[src/design/toy_isa_execute_unit_top_macros.svh]
// Assertion macros shared by the execute unit RTL
`ifndef TOY_ISA_EXECUTE_UNIT_TOP_MACROS_SVH
`define TOY_ISA_EXECUTE_UNIT_TOP_MACROS_SVH

`ifndef NO_ASSERTIONS
// same-cycle implication, checked out of reset
`define TIE_ASSERT_IMP(lbl, ante, cons) \
  lbl: assert property (@(posedge clk) disable iff (!rst_n) (ante) |-> (cons)) \
    else $error("assertion failed");
// next-cycle implication, checked out of reset
`define TIE_ASSERT_NXT(lbl, ante, cons) \
  lbl: assert property (@(posedge clk) disable iff (!rst_n) (ante) |=> (cons)) \
    else $error("assertion failed");
`else
`define TIE_ASSERT_IMP(lbl, ante, cons)
`define TIE_ASSERT_NXT(lbl, ante, cons)
`endif

`endif

[src/design/tie_pkg.sv]
// Shared types, constants and the instruction decoder of the execute unit
package tie_pkg;

  // defaults for the top level parameters
  localparam int unsigned REG_COUNT_DEF  = 32;
  localparam int unsigned DATA_WIDTH_DEF = 32;

  // register number width, fixed by the instruction formats
  localparam int unsigned IDX_W = 5;

  // leading zero counts that select a format
  localparam int unsigned ZC_ALU  = 14;
  localparam int unsigned ZC_MOVE = 19;
  localparam int unsigned ZC_JUMP = 23;

  // flag registers
  localparam logic [IDX_W-1:0] FLAG_GT = 5'd17;
  localparam logic [IDX_W-1:0] FLAG_EQ = 5'd18;

  // operations; each group is laid out so the opcode field indexes into it
  typedef enum logic [4:0] {
    OP_ADD     = 5'd0,
    OP_SUB     = 5'd1,
    OP_MUL     = 5'd2,
    OP_DIV     = 5'd3,
    OP_MOV     = 5'd4,
    OP_MOVI    = 5'd5,
    OP_CMP     = 5'd6,
    OP_CMPI    = 5'd7,
    OP_JEQ     = 5'd8,
    OP_JMP     = 5'd9,
    OP_JLT     = 5'd10,
    OP_JGT     = 5'd11,
    OP_INC     = 5'd12,
    OP_DEC     = 5'd13,
    OP_JNE     = 5'd14,
    OP_ILLEGAL = 5'd15,
    OP_HALT    = 5'd16
  } op_t;

  // sequencer states
  typedef enum logic [2:0] {
    ST_IDLE,
    ST_READ,
    ST_EXEC,
    ST_ITER,
    ST_DONE
  } state_t;

  // decoded instruction
  typedef struct packed {
    op_t              op;
    logic [IDX_W-1:0] idx_a;
    logic [IDX_W-1:0] idx_b;
    logic [IDX_W-1:0] idx_d;
    logic [IDX_W-1:0] imm;
  } dec_t;

  // register file read request
  typedef struct packed {
    logic [IDX_W-1:0] idx_a;
    logic [IDX_W-1:0] idx_b;
  } rf_rd_t;

  // register file write request (data travels alongside)
  typedef struct packed {
    logic             en;
    logic [IDX_W-1:0] idx;
  } rf_wr_t;

  // multiply/divide unit control and status
  typedef struct packed {
    logic start;
    logic is_div;
  } md_ctrl_t;

  typedef struct packed {
    logic busy;
    logic done;
  } md_stat_t;

  // format and operand selection from the raw word
  function automatic dec_t tie_decode(input logic [31:0] w);
    dec_t d;
    d.op    = OP_ILLEGAL;
    d.idx_a = w[9:5];
    d.idx_b = w[4:0];
    d.idx_d = w[4:0];
    d.imm   = w[9:5];
    if (w[31]) begin
      d.op = OP_HALT;
    end else if (w[31 -: ZC_ALU] == '0 && w[31 - ZC_ALU]) begin
      d.op    = op_t'({3'b000, w[16:15]});
      d.idx_d = w[14:10];
    end else if (w[31 -: ZC_MOVE] == '0 && w[31 - ZC_MOVE]) begin
      d.op = op_t'({3'b001, w[11:10]});
    end else if (w[31 -: ZC_JUMP] == '0 && w[31 - ZC_JUMP]) begin
      d.op = op_t'({2'b01, w[7:5]});
      if (d.op == OP_INC || d.op == OP_DEC) begin
        d.idx_a = w[4:0];
      end else begin
        d.idx_a = FLAG_GT;
        d.idx_b = FLAG_EQ;
      end
      d.imm = w[4:0];
    end
    return d;
  endfunction

endpackage

[src/design/tie_if.sv]
// Instruction and result channel interfaces
interface tie_in_if;
  logic        valid;
  logic        ready;
  logic [31:0] instr_word;

  modport source (output valid, output instr_word, input ready);
  modport sink   (input valid, input instr_word, output ready);
endinterface

interface tie_out_if;
  logic               valid;
  logic               ready;
  logic               halted;
  logic               illegal;
  logic               jump_taken;
  logic [4:0]         jump_target;
  logic               write_enable;
  logic [4:0]         write_index;
  logic signed [31:0] write_value;

  modport source (output valid, output halted, output illegal, output jump_taken,
                  output jump_target, output write_enable, output write_index,
                  output write_value, input ready);
  modport sink   (input valid, input halted, input illegal, input jump_taken,
                  input jump_target, input write_enable, input write_index,
                  input write_value, output ready);
endinterface

[src/design/tie_ram.sv]
// Generic RAM: one write port, two registered read ports
module tie_ram #(
  parameter int unsigned WIDTH = 32,
  parameter int unsigned DEPTH = 32
) (
  input  logic                     clk,
  input  logic                     we,
  input  logic [$clog2(DEPTH)-1:0] waddr,
  input  logic [WIDTH-1:0]         wdata,
  input  logic [$clog2(DEPTH)-1:0] raddr_a,
  input  logic [$clog2(DEPTH)-1:0] raddr_b,
  output logic [WIDTH-1:0]         rdata_a,
  output logic [WIDTH-1:0]         rdata_b
);

  logic [WIDTH-1:0] mem [DEPTH];

  always_ff @(posedge clk) begin
    if (we) begin
      mem[waddr] <= wdata;
    end
    rdata_a <= mem[raddr_a];
    rdata_b <= mem[raddr_b];
  end

endmodule

[src/design/tie_regfile.sv]
// Register file: RAM plus per-entry valid bits so unwritten entries read as zero
module tie_regfile
  import tie_pkg::*;
#(
  parameter int unsigned REG_COUNT  = REG_COUNT_DEF,
  parameter int unsigned DATA_WIDTH = DATA_WIDTH_DEF
) (
  input  logic                  clk,
  input  logic                  rst_n,
  input  rf_rd_t                rd_req,
  output logic [DATA_WIDTH-1:0] rd_a,
  output logic [DATA_WIDTH-1:0] rd_b,
  input  rf_wr_t                wr_req,
  input  logic [DATA_WIDTH-1:0] wr_data
);

  localparam int unsigned AW = $clog2(REG_COUNT);

  logic [REG_COUNT-1:0]  valid_r;
  logic                  ok_a_r, ok_b_r;
  logic                  in_a, in_b, in_w;
  logic [DATA_WIDTH-1:0] ram_a, ram_b;

  // register numbers beyond the file read as zero and are never written
  assign in_a = {1'b0, rd_req.idx_a} < (IDX_W+1)'(REG_COUNT);
  assign in_b = {1'b0, rd_req.idx_b} < (IDX_W+1)'(REG_COUNT);
  assign in_w = {1'b0, wr_req.idx} < (IDX_W+1)'(REG_COUNT);

  tie_ram #(
    .WIDTH (DATA_WIDTH),
    .DEPTH (REG_COUNT)
  ) u_ram (
    .clk     (clk),
    .we      (wr_req.en && in_w),
    .waddr   (wr_req.idx[AW-1:0]),
    .wdata   (wr_data),
    .raddr_a (rd_req.idx_a[AW-1:0]),
    .raddr_b (rd_req.idx_b[AW-1:0]),
    .rdata_a (ram_a),
    .rdata_b (ram_b)
  );

  // valid bits; cleared at reset, set on first write
  always_ff @(posedge clk) begin
    if (!rst_n) begin
      valid_r <= '0;
    end else if (wr_req.en && in_w) begin
      valid_r[wr_req.idx[AW-1:0]] <= 1'b1;
    end
  end

  // qualifiers aligned with the registered read data
  always_ff @(posedge clk) begin
    if (!rst_n) begin
      ok_a_r <= 1'b0;
      ok_b_r <= 1'b0;
    end else begin
      ok_a_r <= in_a && valid_r[rd_req.idx_a[AW-1:0]];
      ok_b_r <= in_b && valid_r[rd_req.idx_b[AW-1:0]];
    end
  end

  assign rd_a = ok_a_r ? ram_a : '0;
  assign rd_b = ok_b_r ? ram_b : '0;

endmodule

[src/design/tie_muldiv.sv]
// Iterative multiply (shift-add) and signed divide (restoring), one bit per cycle
module tie_muldiv
  import tie_pkg::*;
#(
  parameter int unsigned DATA_WIDTH = DATA_WIDTH_DEF
) (
  input  logic                  clk,
  input  logic                  rst_n,
  input  md_ctrl_t              ctrl,
  input  logic [DATA_WIDTH-1:0] opa,
  input  logic [DATA_WIDTH-1:0] opb,
  output md_stat_t              stat,
  output logic [DATA_WIDTH-1:0] res
);

  localparam int unsigned CW = $clog2(DATA_WIDTH + 1);

  logic                  busy_r, done_r;
  logic                  div_r, neg_r, dz_r;
  logic [CW-1:0]         cnt_r;
  logic [DATA_WIDTH-1:0] opnd_r;   // divisor or multiplicand
  logic [DATA_WIDTH-1:0] work_r;   // dividend/quotient or multiplier
  logic [DATA_WIDTH-1:0] acc_r;    // remainder or product
  logic [DATA_WIDTH-1:0] mag_a, mag_b;
  logic [DATA_WIDTH:0]   trial, diff;
  logic                  ge;

  // operand magnitudes for the divide
  assign mag_a = opa[DATA_WIDTH-1] ? -opa : opa;
  assign mag_b = opb[DATA_WIDTH-1] ? -opb : opb;

  // restoring divide step
  assign trial = {acc_r, work_r[DATA_WIDTH-1]};
  assign diff  = trial - {1'b0, opnd_r};
  assign ge    = trial >= {1'b0, opnd_r};

  // control
  always_ff @(posedge clk) begin
    if (!rst_n) begin
      busy_r <= 1'b0;
      done_r <= 1'b0;
      cnt_r  <= '0;
    end else begin
      done_r <= busy_r && cnt_r == CW'(1);
      if (ctrl.start) begin
        busy_r <= 1'b1;
        cnt_r  <= CW'(DATA_WIDTH);
      end else if (busy_r) begin
        cnt_r <= cnt_r - CW'(1);
        if (cnt_r == CW'(1)) begin
          busy_r <= 1'b0;
        end
      end
    end
  end

  // datapath
  always_ff @(posedge clk) begin
    if (ctrl.start) begin
      div_r  <= ctrl.is_div;
      neg_r  <= opa[DATA_WIDTH-1] ^ opb[DATA_WIDTH-1];
      dz_r   <= ctrl.is_div && opb == '0;
      opnd_r <= ctrl.is_div ? mag_b : opa;
      work_r <= ctrl.is_div ? mag_a : opb;
      acc_r  <= '0;
    end else if (busy_r) begin
      if (div_r) begin
        acc_r  <= ge ? diff[DATA_WIDTH-1:0] : trial[DATA_WIDTH-1:0];
        work_r <= {work_r[DATA_WIDTH-2:0], ge};
      end else begin
        acc_r  <= acc_r + (work_r[0] ? opnd_r : '0);
        opnd_r <= {opnd_r[DATA_WIDTH-2:0], 1'b0};
        work_r <= {1'b0, work_r[DATA_WIDTH-1:1]};
      end
    end
  end

  // quotient sign fix-up; divide by zero gives zero
  always_comb begin
    if (!div_r) begin
      res = acc_r;
    end else if (dz_r) begin
      res = '0;
    end else begin
      res = neg_r ? -work_r : work_r;
    end
  end

  assign stat.busy = busy_r;
  assign stat.done = done_r;

endmodule

[src/design/toy_isa_execute_unit_top.sv]
// Execute unit for the toy instruction set.
//
// in_ch carries one 32-bit instruction word per transaction; out_ch returns
// exactly one result transaction per instruction (halt, illegal, jump and
// register-write report). Both use valid/ready; a transaction completes on a
// rising clk edge with valid and ready high.
// Architectural state is a register file held in a RAM with registered reads;
// registers 17 and 18 are the greater and equal flags.
// Each instruction is read, executed and written back in turn: it is taken in
// ST_IDLE, its operands are read in ST_READ, it executes in ST_EXEC and its
// result is loaded into the output register in ST_DONE; the next instruction is
// taken only back in ST_IDLE. mul and div go through a shared one-bit-per-cycle
// unit and wait in ST_ITER until it is done.
// rst_n (synchronous, active low) clears the sequencer, the output valid flag
// and the register file valid bits, so every register reads as zero.
// If out_ch stalls, a finished result waits in the output register while the
// next instruction is taken and executed; that one then holds before write-back
// (bar the greater flag of a compare) until the output register is free.
module toy_isa_execute_unit_top
  import tie_pkg::*;
#(
  parameter int unsigned REG_COUNT  = REG_COUNT_DEF,
  parameter int unsigned DATA_WIDTH = DATA_WIDTH_DEF
) (
  input logic clk,
  input logic rst_n,
  tie_in_if.sink    in_ch,
  tie_out_if.source out_ch
);

`include "toy_isa_execute_unit_top_macros.svh"

  state_t                state_r, state_nxt;
  dec_t                  dec_r;
  rf_rd_t                rf_rd;
  rf_wr_t                rf_wr;
  logic [DATA_WIDTH-1:0] rf_wdata;
  logic [DATA_WIDTH-1:0] oa, ob;
  md_ctrl_t              md_ctrl;
  md_stat_t              md_stat;
  logic [DATA_WIDTH-1:0] md_res;

  // execute results
  logic [DATA_WIDTH-1:0] res_r;
  logic                  we_r, jt_r, halt_r, ill_r, eq_r;
  logic [IDX_W-1:0]      widx_r;

  // output register
  logic                  out_valid_r;
  logic                  o_halted_r, o_illegal_r, o_jt_r, o_we_r;
  logic [IDX_W-1:0]      o_target_r, o_widx_r;
  logic [31:0]           o_wval_r;

  logic                  accept, out_free, load_out, is_cmp, is_md;
  logic [63:0]           wval_ext;

  // combinational execute
  logic [DATA_WIDTH-1:0] imm_ext, lhs, ex_val;
  logic                  eq, gt, ex_we, ex_jt, ex_halt, ex_ill;
  logic [IDX_W-1:0]      ex_idx;

  assign accept   = in_ch.valid && in_ch.ready;
  assign out_free = !out_valid_r || out_ch.ready;
  assign is_cmp   = dec_r.op == OP_CMP || dec_r.op == OP_CMPI;
  assign is_md    = dec_r.op == OP_MUL || dec_r.op == OP_DIV;
  assign load_out = state_r == ST_DONE && out_free;

  // register file and iterative unit
  assign rf_rd.idx_a = dec_r.idx_a;
  assign rf_rd.idx_b = dec_r.idx_b;

  tie_regfile #(
    .REG_COUNT  (REG_COUNT),
    .DATA_WIDTH (DATA_WIDTH)
  ) u_regfile (
    .clk     (clk),
    .rst_n   (rst_n),
    .rd_req  (rf_rd),
    .rd_a    (oa),
    .rd_b    (ob),
    .wr_req  (rf_wr),
    .wr_data (rf_wdata)
  );

  tie_muldiv #(
    .DATA_WIDTH (DATA_WIDTH)
  ) u_muldiv (
    .clk   (clk),
    .rst_n (rst_n),
    .ctrl  (md_ctrl),
    .opa   (oa),
    .opb   (ob),
    .stat  (md_stat),
    .res   (md_res)
  );

  // next state
  always_comb begin
    state_nxt = state_r;
    case (state_r)
      ST_IDLE: if (accept) state_nxt = ST_READ;
      ST_READ: state_nxt = ST_EXEC;
      ST_EXEC: state_nxt = is_md ? ST_ITER : ST_DONE;
      ST_ITER: if (md_stat.done) state_nxt = ST_DONE;
      ST_DONE: if (out_free) state_nxt = ST_IDLE;
      default: state_nxt = ST_IDLE;
    endcase
  end

  always_ff @(posedge clk) begin
    if (!rst_n) begin
      state_r <= ST_IDLE;
    end else begin
      state_r <= state_nxt;
    end
  end

  // sequencer outputs: handshake, unit start, write-back
  always_comb begin
    in_ch.ready    = state_r == ST_IDLE;
    md_ctrl.start  = state_r == ST_EXEC && is_md;
    md_ctrl.is_div = dec_r.op == OP_DIV;
    rf_wr.en       = 1'b0;
    rf_wr.idx      = widx_r;
    rf_wdata       = res_r;
    case (state_r)
      ST_EXEC: begin
        // compare writes the greater flag first
        if (is_cmp) begin
          rf_wr.en  = 1'b1;
          rf_wr.idx = FLAG_GT;
          rf_wdata  = DATA_WIDTH'(gt);
        end
      end
      ST_DONE: begin
        if (out_free) begin
          if (is_cmp) begin
            rf_wr.en  = 1'b1;
            rf_wr.idx = FLAG_EQ;
            rf_wdata  = DATA_WIDTH'(eq_r);
          end else begin
            rf_wr.en = we_r;
          end
        end
      end
      default: ;
    endcase
  end

  // decode on accept
  always_ff @(posedge clk) begin
    if (accept) begin
      dec_r <= tie_decode(in_ch.instr_word);
    end
  end

  // execute: operands arrive from the register file in ST_EXEC
  always_comb begin
    imm_ext = DATA_WIDTH'(dec_r.imm);
    lhs     = (dec_r.op == OP_CMP) ? oa : imm_ext;
    eq      = lhs == ob;
    gt      = !eq && ($signed(lhs) > $signed(ob));
    ex_we   = 1'b0;
    ex_jt   = 1'b0;
    ex_halt = 1'b0;
    ex_ill  = 1'b0;
    ex_idx  = dec_r.idx_d;
    ex_val  = '0;
    case (dec_r.op)
      OP_ADD:  begin ex_we = 1'b1; ex_val = oa + ob; end
      OP_SUB:  begin ex_we = 1'b1; ex_val = oa - ob; end
      OP_MUL:  ex_we = 1'b1;
      OP_DIV:  ex_we = 1'b1;
      OP_MOV:  begin ex_we = 1'b1; ex_val = oa; end
      OP_MOVI: begin ex_we = 1'b1; ex_val = imm_ext; end
      OP_CMP, OP_CMPI: begin
        ex_we  = 1'b1;
        ex_idx = gt ? FLAG_GT : FLAG_EQ;
        ex_val = DATA_WIDTH'(gt || eq);
      end
      // flags: oa is greater, ob is equal
      OP_JEQ:  ex_jt = ob == DATA_WIDTH'(1);
      OP_JMP:  ex_jt = 1'b1;
      OP_JLT:  ex_jt = oa == DATA_WIDTH'(1);
      OP_JGT:  ex_jt = ob == '0 && oa == '0;
      OP_JNE:  ex_jt = ob != DATA_WIDTH'(1);
      OP_INC:  begin ex_we = 1'b1; ex_val = oa + DATA_WIDTH'(1); end
      OP_DEC:  begin ex_we = 1'b1; ex_val = oa - DATA_WIDTH'(1); end
      OP_HALT: ex_halt = 1'b1;
      default: ex_ill = 1'b1;
    endcase
    // writes beyond the file are dropped and not reported
    if ({1'b0, ex_idx} >= (IDX_W+1)'(REG_COUNT)) begin
      ex_we = 1'b0;
    end
  end

  // capture execute results; mul/div result arrives later
  always_ff @(posedge clk) begin
    if (state_r == ST_EXEC) begin
      we_r   <= ex_we;
      widx_r <= ex_we ? ex_idx : '0;
      res_r  <= ex_we ? ex_val : '0;
      jt_r   <= ex_jt;
      halt_r <= ex_halt;
      ill_r  <= ex_ill;
      eq_r   <= eq;
    end else if (state_r == ST_ITER && md_stat.done) begin
      res_r  <= we_r ? md_res : '0;
    end
  end

  // result register
  assign wval_ext = 64'($signed(res_r));

  always_ff @(posedge clk) begin
    if (!rst_n) begin
      out_valid_r <= 1'b0;
    end else if (load_out) begin
      out_valid_r <= 1'b1;
    end else if (out_ch.ready) begin
      out_valid_r <= 1'b0;
    end
  end

  always_ff @(posedge clk) begin
    if (load_out) begin
      o_halted_r  <= halt_r;
      o_illegal_r <= ill_r;
      o_jt_r      <= jt_r;
      o_target_r  <= jt_r ? dec_r.imm : '0;
      o_we_r      <= we_r;
      o_widx_r    <= widx_r;
      o_wval_r    <= wval_ext[31:0];
    end
  end

  assign out_ch.valid        = out_valid_r;
  assign out_ch.halted       = o_halted_r;
  assign out_ch.illegal      = o_illegal_r;
  assign out_ch.jump_taken   = o_jt_r;
  assign out_ch.jump_target  = o_target_r;
  assign out_ch.write_enable = o_we_r;
  assign out_ch.write_index  = o_widx_r;
  assign out_ch.write_value  = o_wval_r;

  // checks
  `TIE_ASSERT_NXT(a_accept_reads, accept, state_r == ST_READ)
  `TIE_ASSERT_IMP(a_md_done_in_iter, md_stat.done, state_r == ST_ITER)
  `TIE_ASSERT_IMP(a_md_start_idle, md_ctrl.start, !md_stat.busy)
  `TIE_ASSERT_IMP(a_no_write_zero, out_valid_r && !o_we_r, o_widx_r == '0 && o_wval_r == '0)
  `TIE_ASSERT_IMP(a_stop_quiet, out_valid_r && (o_halted_r || o_illegal_r), !o_we_r && !o_jt_r && !(o_halted_r && o_illegal_r))

endmodule
[src/flat_wrapper.sv]
// flat-port wrapper written by rule: the top's interface ports become plain ports
module toy_isa_execute_unit_top_flat import tie_pkg::*;
#(
  parameter int unsigned REG_COUNT  = REG_COUNT_DEF,
  parameter int unsigned DATA_WIDTH = DATA_WIDTH_DEF
)
  (clk, rst_n, in_ch_valid, in_ch_instr_word, in_ch_ready, out_ch_valid, out_ch_halted, out_ch_illegal, out_ch_jump_taken, out_ch_jump_target, out_ch_write_enable, out_ch_write_index, out_ch_write_value, out_ch_ready);
  tie_in_if in_ch_i ();
  tie_out_if out_ch_i ();
  input logic clk;
  input logic rst_n;
  input wire logic [$bits(in_ch_i.valid)-1:0] in_ch_valid;
  input wire logic [$bits(in_ch_i.instr_word)-1:0] in_ch_instr_word;
  output wire logic [$bits(in_ch_i.ready)-1:0] in_ch_ready;
  output wire logic [$bits(out_ch_i.valid)-1:0] out_ch_valid;
  output wire logic [$bits(out_ch_i.halted)-1:0] out_ch_halted;
  output wire logic [$bits(out_ch_i.illegal)-1:0] out_ch_illegal;
  output wire logic [$bits(out_ch_i.jump_taken)-1:0] out_ch_jump_taken;
  output wire logic [$bits(out_ch_i.jump_target)-1:0] out_ch_jump_target;
  output wire logic [$bits(out_ch_i.write_enable)-1:0] out_ch_write_enable;
  output wire logic [$bits(out_ch_i.write_index)-1:0] out_ch_write_index;
  output wire logic [$bits(out_ch_i.write_value)-1:0] out_ch_write_value;
  input wire logic [$bits(out_ch_i.ready)-1:0] out_ch_ready;
  assign in_ch_i.valid = in_ch_valid;
  assign in_ch_i.instr_word = in_ch_instr_word;
  assign in_ch_ready = in_ch_i.ready;
  assign out_ch_valid = out_ch_i.valid;
  assign out_ch_halted = out_ch_i.halted;
  assign out_ch_illegal = out_ch_i.illegal;
  assign out_ch_jump_taken = out_ch_i.jump_taken;
  assign out_ch_jump_target = out_ch_i.jump_target;
  assign out_ch_write_enable = out_ch_i.write_enable;
  assign out_ch_write_index = out_ch_i.write_index;
  assign out_ch_write_value = out_ch_i.write_value;
  assign out_ch_i.ready = out_ch_ready;
  toy_isa_execute_unit_top #(.REG_COUNT(REG_COUNT), .DATA_WIDTH(DATA_WIDTH)) u_core (.clk(clk), .rst_n(rst_n), .in_ch(in_ch_i), .out_ch(out_ch_i));
endmodule
[config.mk]
export PLATFORM = sky130hd
export DESIGN_NAME = toy_isa_execute_unit_top_flat
export DESIGN_NICKNAME = d
export VERILOG_FILES = /design/src/design/tie_pkg.sv /design/src/design/tie_if.sv /design/src/design/tie_ram.sv /design/src/design/tie_regfile.sv /design/src/design/tie_muldiv.sv /design/src/design/toy_isa_execute_unit_top.sv /design/src/flat_wrapper.sv
export VERILOG_INCLUDE_DIRS = /design/src /design/src/design
export SDC_FILE = /design/constraint.sdc
export NUM_CORES = 2
export LEC_CHECK = 0
export BUFFER_PORTS_ARGS = -buffer_cell sky130_fd_sc_hd__buf_2
export CORE_UTILIZATION = 45
export DETAILED_ROUTE_END_ITERATION = 8
export PLACE_DENSITY_LB_ADDON = 0.1
export SYNTH_ARGS = -nofsm -noshare
export SYNTH_HDL_FRONTEND = slang
export SYNTH_SLANG_ARGS = --single-unit
[constraint.sdc]
create_clock -name clk -period 6.9 [get_ports clk]
set_input_delay 0.69 -clock clk [delete_from_list [all_inputs] [get_ports clk]]
set_output_delay 0.69 -clock clk [all_outputs]
set_load 0.02 [all_outputs]
==> results.toml <==
[floorplan]
core_um2 = 154000
fp.dieH_um = 396
start_util_pct = 45.3
dieArea_um2 = 157000
io_pins = 84
fp.dieW_um = 396
placementRows = 144

[cts]
h-tree-depth = 4
cts_setup_buffers = 0
ctsHoldBuffers = 0
cts_buffers = 151
clk_pin_slew_ns = 0.06
cts_root_buf = "clkbuf_16"
clock_sinks = 1346
clock_latency_ns = 0.80
post_cts_resized = 0
cts_tree = "built"
clk_path_buf_depth = 3

[timing]
setup_viol = 0
final_hold_viol_count = 0
fmax_mhz = 189
period_minus_slack_ns = 5.29
whs_ns = 0.215
post-route-period-util_pct = 76.7
tightest_slew_ns = 1.36
setup_tns_ns = 0
rsz0062_at_grt = "false"
fin_skew_ns = 0.0328
maxSlewHeadroom_pct = 9.60
slew_violations = 0
fin_ws_ns = 1.61

[cells_and_area]
nets = 4834
fin_area_um2 = 78000
layout-drive-gt1-share_pct = 25.8
area_growth_pct = 11.8
fin_util_pct = 50.6
instances_no_fill = 6839

[critical_path]
crit_path_max_incr_delay_ns = 0.98
rrSetupSlack_ns = 1.61
timing.rr.end = "u_core.u_regfile.u_ram.mem[15][0]"
arrival_ns = 5.70
slowest_stage = "o21ai_2"
crit_end = "u_core.u_regfile.u_ram.mem[15][0]"
reg2regPathDepth = 12
timing.rr.start = "u_core.dec_r[24]"
startpoint = "u_core.dec_r[24]"
cp-end-kind = "register"
worst_setup_path_start_kind = "register"
cp_max_fo = 32
crit_required_ns = 7.31
setup.worst_path.class = "reg -> reg"
crit_path_cell_trace = "nand2b_1 -> or3_1 -> buf_4 -> nor2b_1 -> ha_1 -> nor2b_1 -> o21ai_0 -> a21oi_1 -> o21ai_0 -> a31oi_1 -> or4_1 -> o21ai_2"

[routing]
vias_per_cell = 6.52
drtIter0Drc = 5050
wl_um = 226000
dr.pass1.iters = 6
ant_nets = 0
drc_errors = 0
route.vias.total = 44599
wl_per_cell_um = 33.0

[placed_design]
dp.cells = 6552
gp_congestion = 0.971
hpwl_um = 144000
dp_slack_ns = 1.75
dpl_cell_area_um2 = 72900
io_buffers = 83

[outcome]
status = "completed"

[logic_synthesis]
syn-cell-area_um2 = 69800
synth_area_per_cell_um2 = 15.1
synth_cells = 4623
synth_top_family_by_area = "multiplexers"
synth_compound_area_share_pct = 7.97
synthSimpleGateAreaFrac_pct = 5.83
synthAdderAreaFrac_pct = 2.49
synth.area.mux_share_pct = 23.2
synth_ff_type = "edfxtp_1"
yosys_warnings = 0
yosysUniqueCellTypes = 78
synth_seq_cells = 1346
synthArstFlopShare_pct = 0
synth_edf_count = 1204
ys_seq_area_share_pct = 55.9
syn_nets = 4796
synth_xor_area_share_pct = 2.30

[pwr]
finalPower_mw = 20.4
p_leak_nw = 25.9
ir_drop_uv = 231
power_density_nw_per_um2 = 261

[grt]
grt_max_degree = 108
grt.total_usage_pct = 28.9
grt_overflow = 0
antenna_found_initial = 17
grt_pass1_wl_um = 324000
grt_pass1_vias = 43575

[hold_path]
hold_path_class = "in -> reg"

[run]
max_cap_viol_count = 0
power breakdown:
part | switching (mW) | internal, mW
Combinational | 1.55 | 1.23
Clock | 3.41 | 4.87
Sequential | 0.328 | 9.01
Total | 5.28 | 15.1
cell type report:
cell class	instances	area, µm²
Clock buffer	197	4160
Sequential cell	1346	39000
Timing Repair Buffer	193	1400
Clock inverter	83	952
Multi-Input combinational cell	2851	29500
Fill cell	12779	76000
Antenna cell	7	17.5
Tap cell	2044	2560
Inverter	118	443
flip-flops by register name, summed over array words and instances, names as in the netlist, 6 cells and up:
signal                          count
u_core.u_muldiv.cnt_r               6
u_core.u_regfile.u_ram.rdata_a     32
u_core.u_muldiv.opnd_r             32
u_core.u_regfile.u_ram.mem       1024
u_core.u_muldiv.acc_r              32
u_core.u_regfile.valid_r           32
u_core.u_muldiv.work_r             32
u_core.u_regfile.u_ram.rdata_b     32
u_core.res_r                       32
u_core.dec_r                       25
u_core.out_ch.write_value          32
cells in the final DEF, fill, tap and decap left out, types with 74 or more instances in the layout:
cell,Yosys,routed
inv_1,117,116
o21ai_0,191,190
a21oi_1,229,227
buf_4,0,97
o22ai_1,74,74
nand2_1,299,297
mux2_2,78,78
nor2_1,246,213
mux4_2,660,660
dfxtp_1,142,139
xnor2_1,116,116
edfxtp_1,1204,1204
clkbuf_16,0,156
buf_2,0,83
ha_1,134,134
cells in the mapped netlist, types with 16 or more instances:
cell,number,share of area (%)
or3_1,26,0.23
o211ai_1,19,0.20
nor3_1,42,0.30
ha_1,134,2.4
nand2_1,299,1.6
o22ai_1,74,0.66
edfxtp_1,1204,52
inv_1,117,0.63
a22oi_1,23,0.25
a31oi_1,24,0.22
nand4_1,22,0.20
and2_1,57,0.51
nor2_1,246,1.3
dfxtp_1,142,4.1
mux2_2,78,1.3
a221oi_1,16,0.20
xnor2_1,116,1.5
a21oi_1,229,1.6
o31ai_1,49,0.53
nor2b_1,30,0.27
clkbuf_1,252,1.4
buf_1,56,0.30
nand3_1,54,0.39
a21o_1,38,0.41
mux2i_1,45,0.65
o21a_1,49,0.53
a211oi_1,18,0.19
o21ai_0,191,1.4
xor2_1,67,0.84
mux4_2,660,21
nand2b_1,34,0.30
critical path: cells and delay by family (launching register included):
| family | cells | cell delay, ns |
|---|---|---|
| AO/OA/AOI/OAI | 5 | 1.69 |
| adder cells (fa/ha/maj) | 1 | 0.25 |
| buffers and inverters | 1 | 0.34 |
| flip-flops | 1 | 0.59 |
| AND/OR/NAND/NOR | 5 | 1.98 |
per-layer routing:
layer / global-route usage [%] / up-vias / share of wire [%]
li1: - / 18801 / -
met1: 42.1 / 23394 / 43
met2: 44.2 / 2111 / 46
met3: 5.66 / 283 / 8.9
met4: 8.16 / 10 / 2.6
met5: 0 / - / 0.031
worst min path at each step:
stage	start	end	slack, ns	cells past startpoint
2_1_floorplan	u_core.halt_r	u_core.out_ch.halted	0.40	0
3_5_place_dp	u_core.u_regfile.valid_r[6]	u_core.u_regfile.valid_r[6]	0.47	1
3_3_place_gp	u_core.u_regfile.valid_r[19]	u_core.u_regfile.valid_r[19]	0.46	1
6_report	in_ch_instr_word[9]	u_core.dec_r[4]	0.22	2
5_1_grt	in_ch_instr_word[13]	u_core.dec_r[8]	0.21	2
4_1_cts	in_ch_instr_word[9]	u_core.dec_r[4]	0.16	2
logic make-up after synthesis:
logic type,count (synthesis)
AOI/OAI and AO/OA,871
xor gates and xnor gates,183
adders and majority gates,137
buffers and inverters,426
DFF,1346
muxes,783
and+or+nand+nor,877
(Power assumes the default switching activity.)
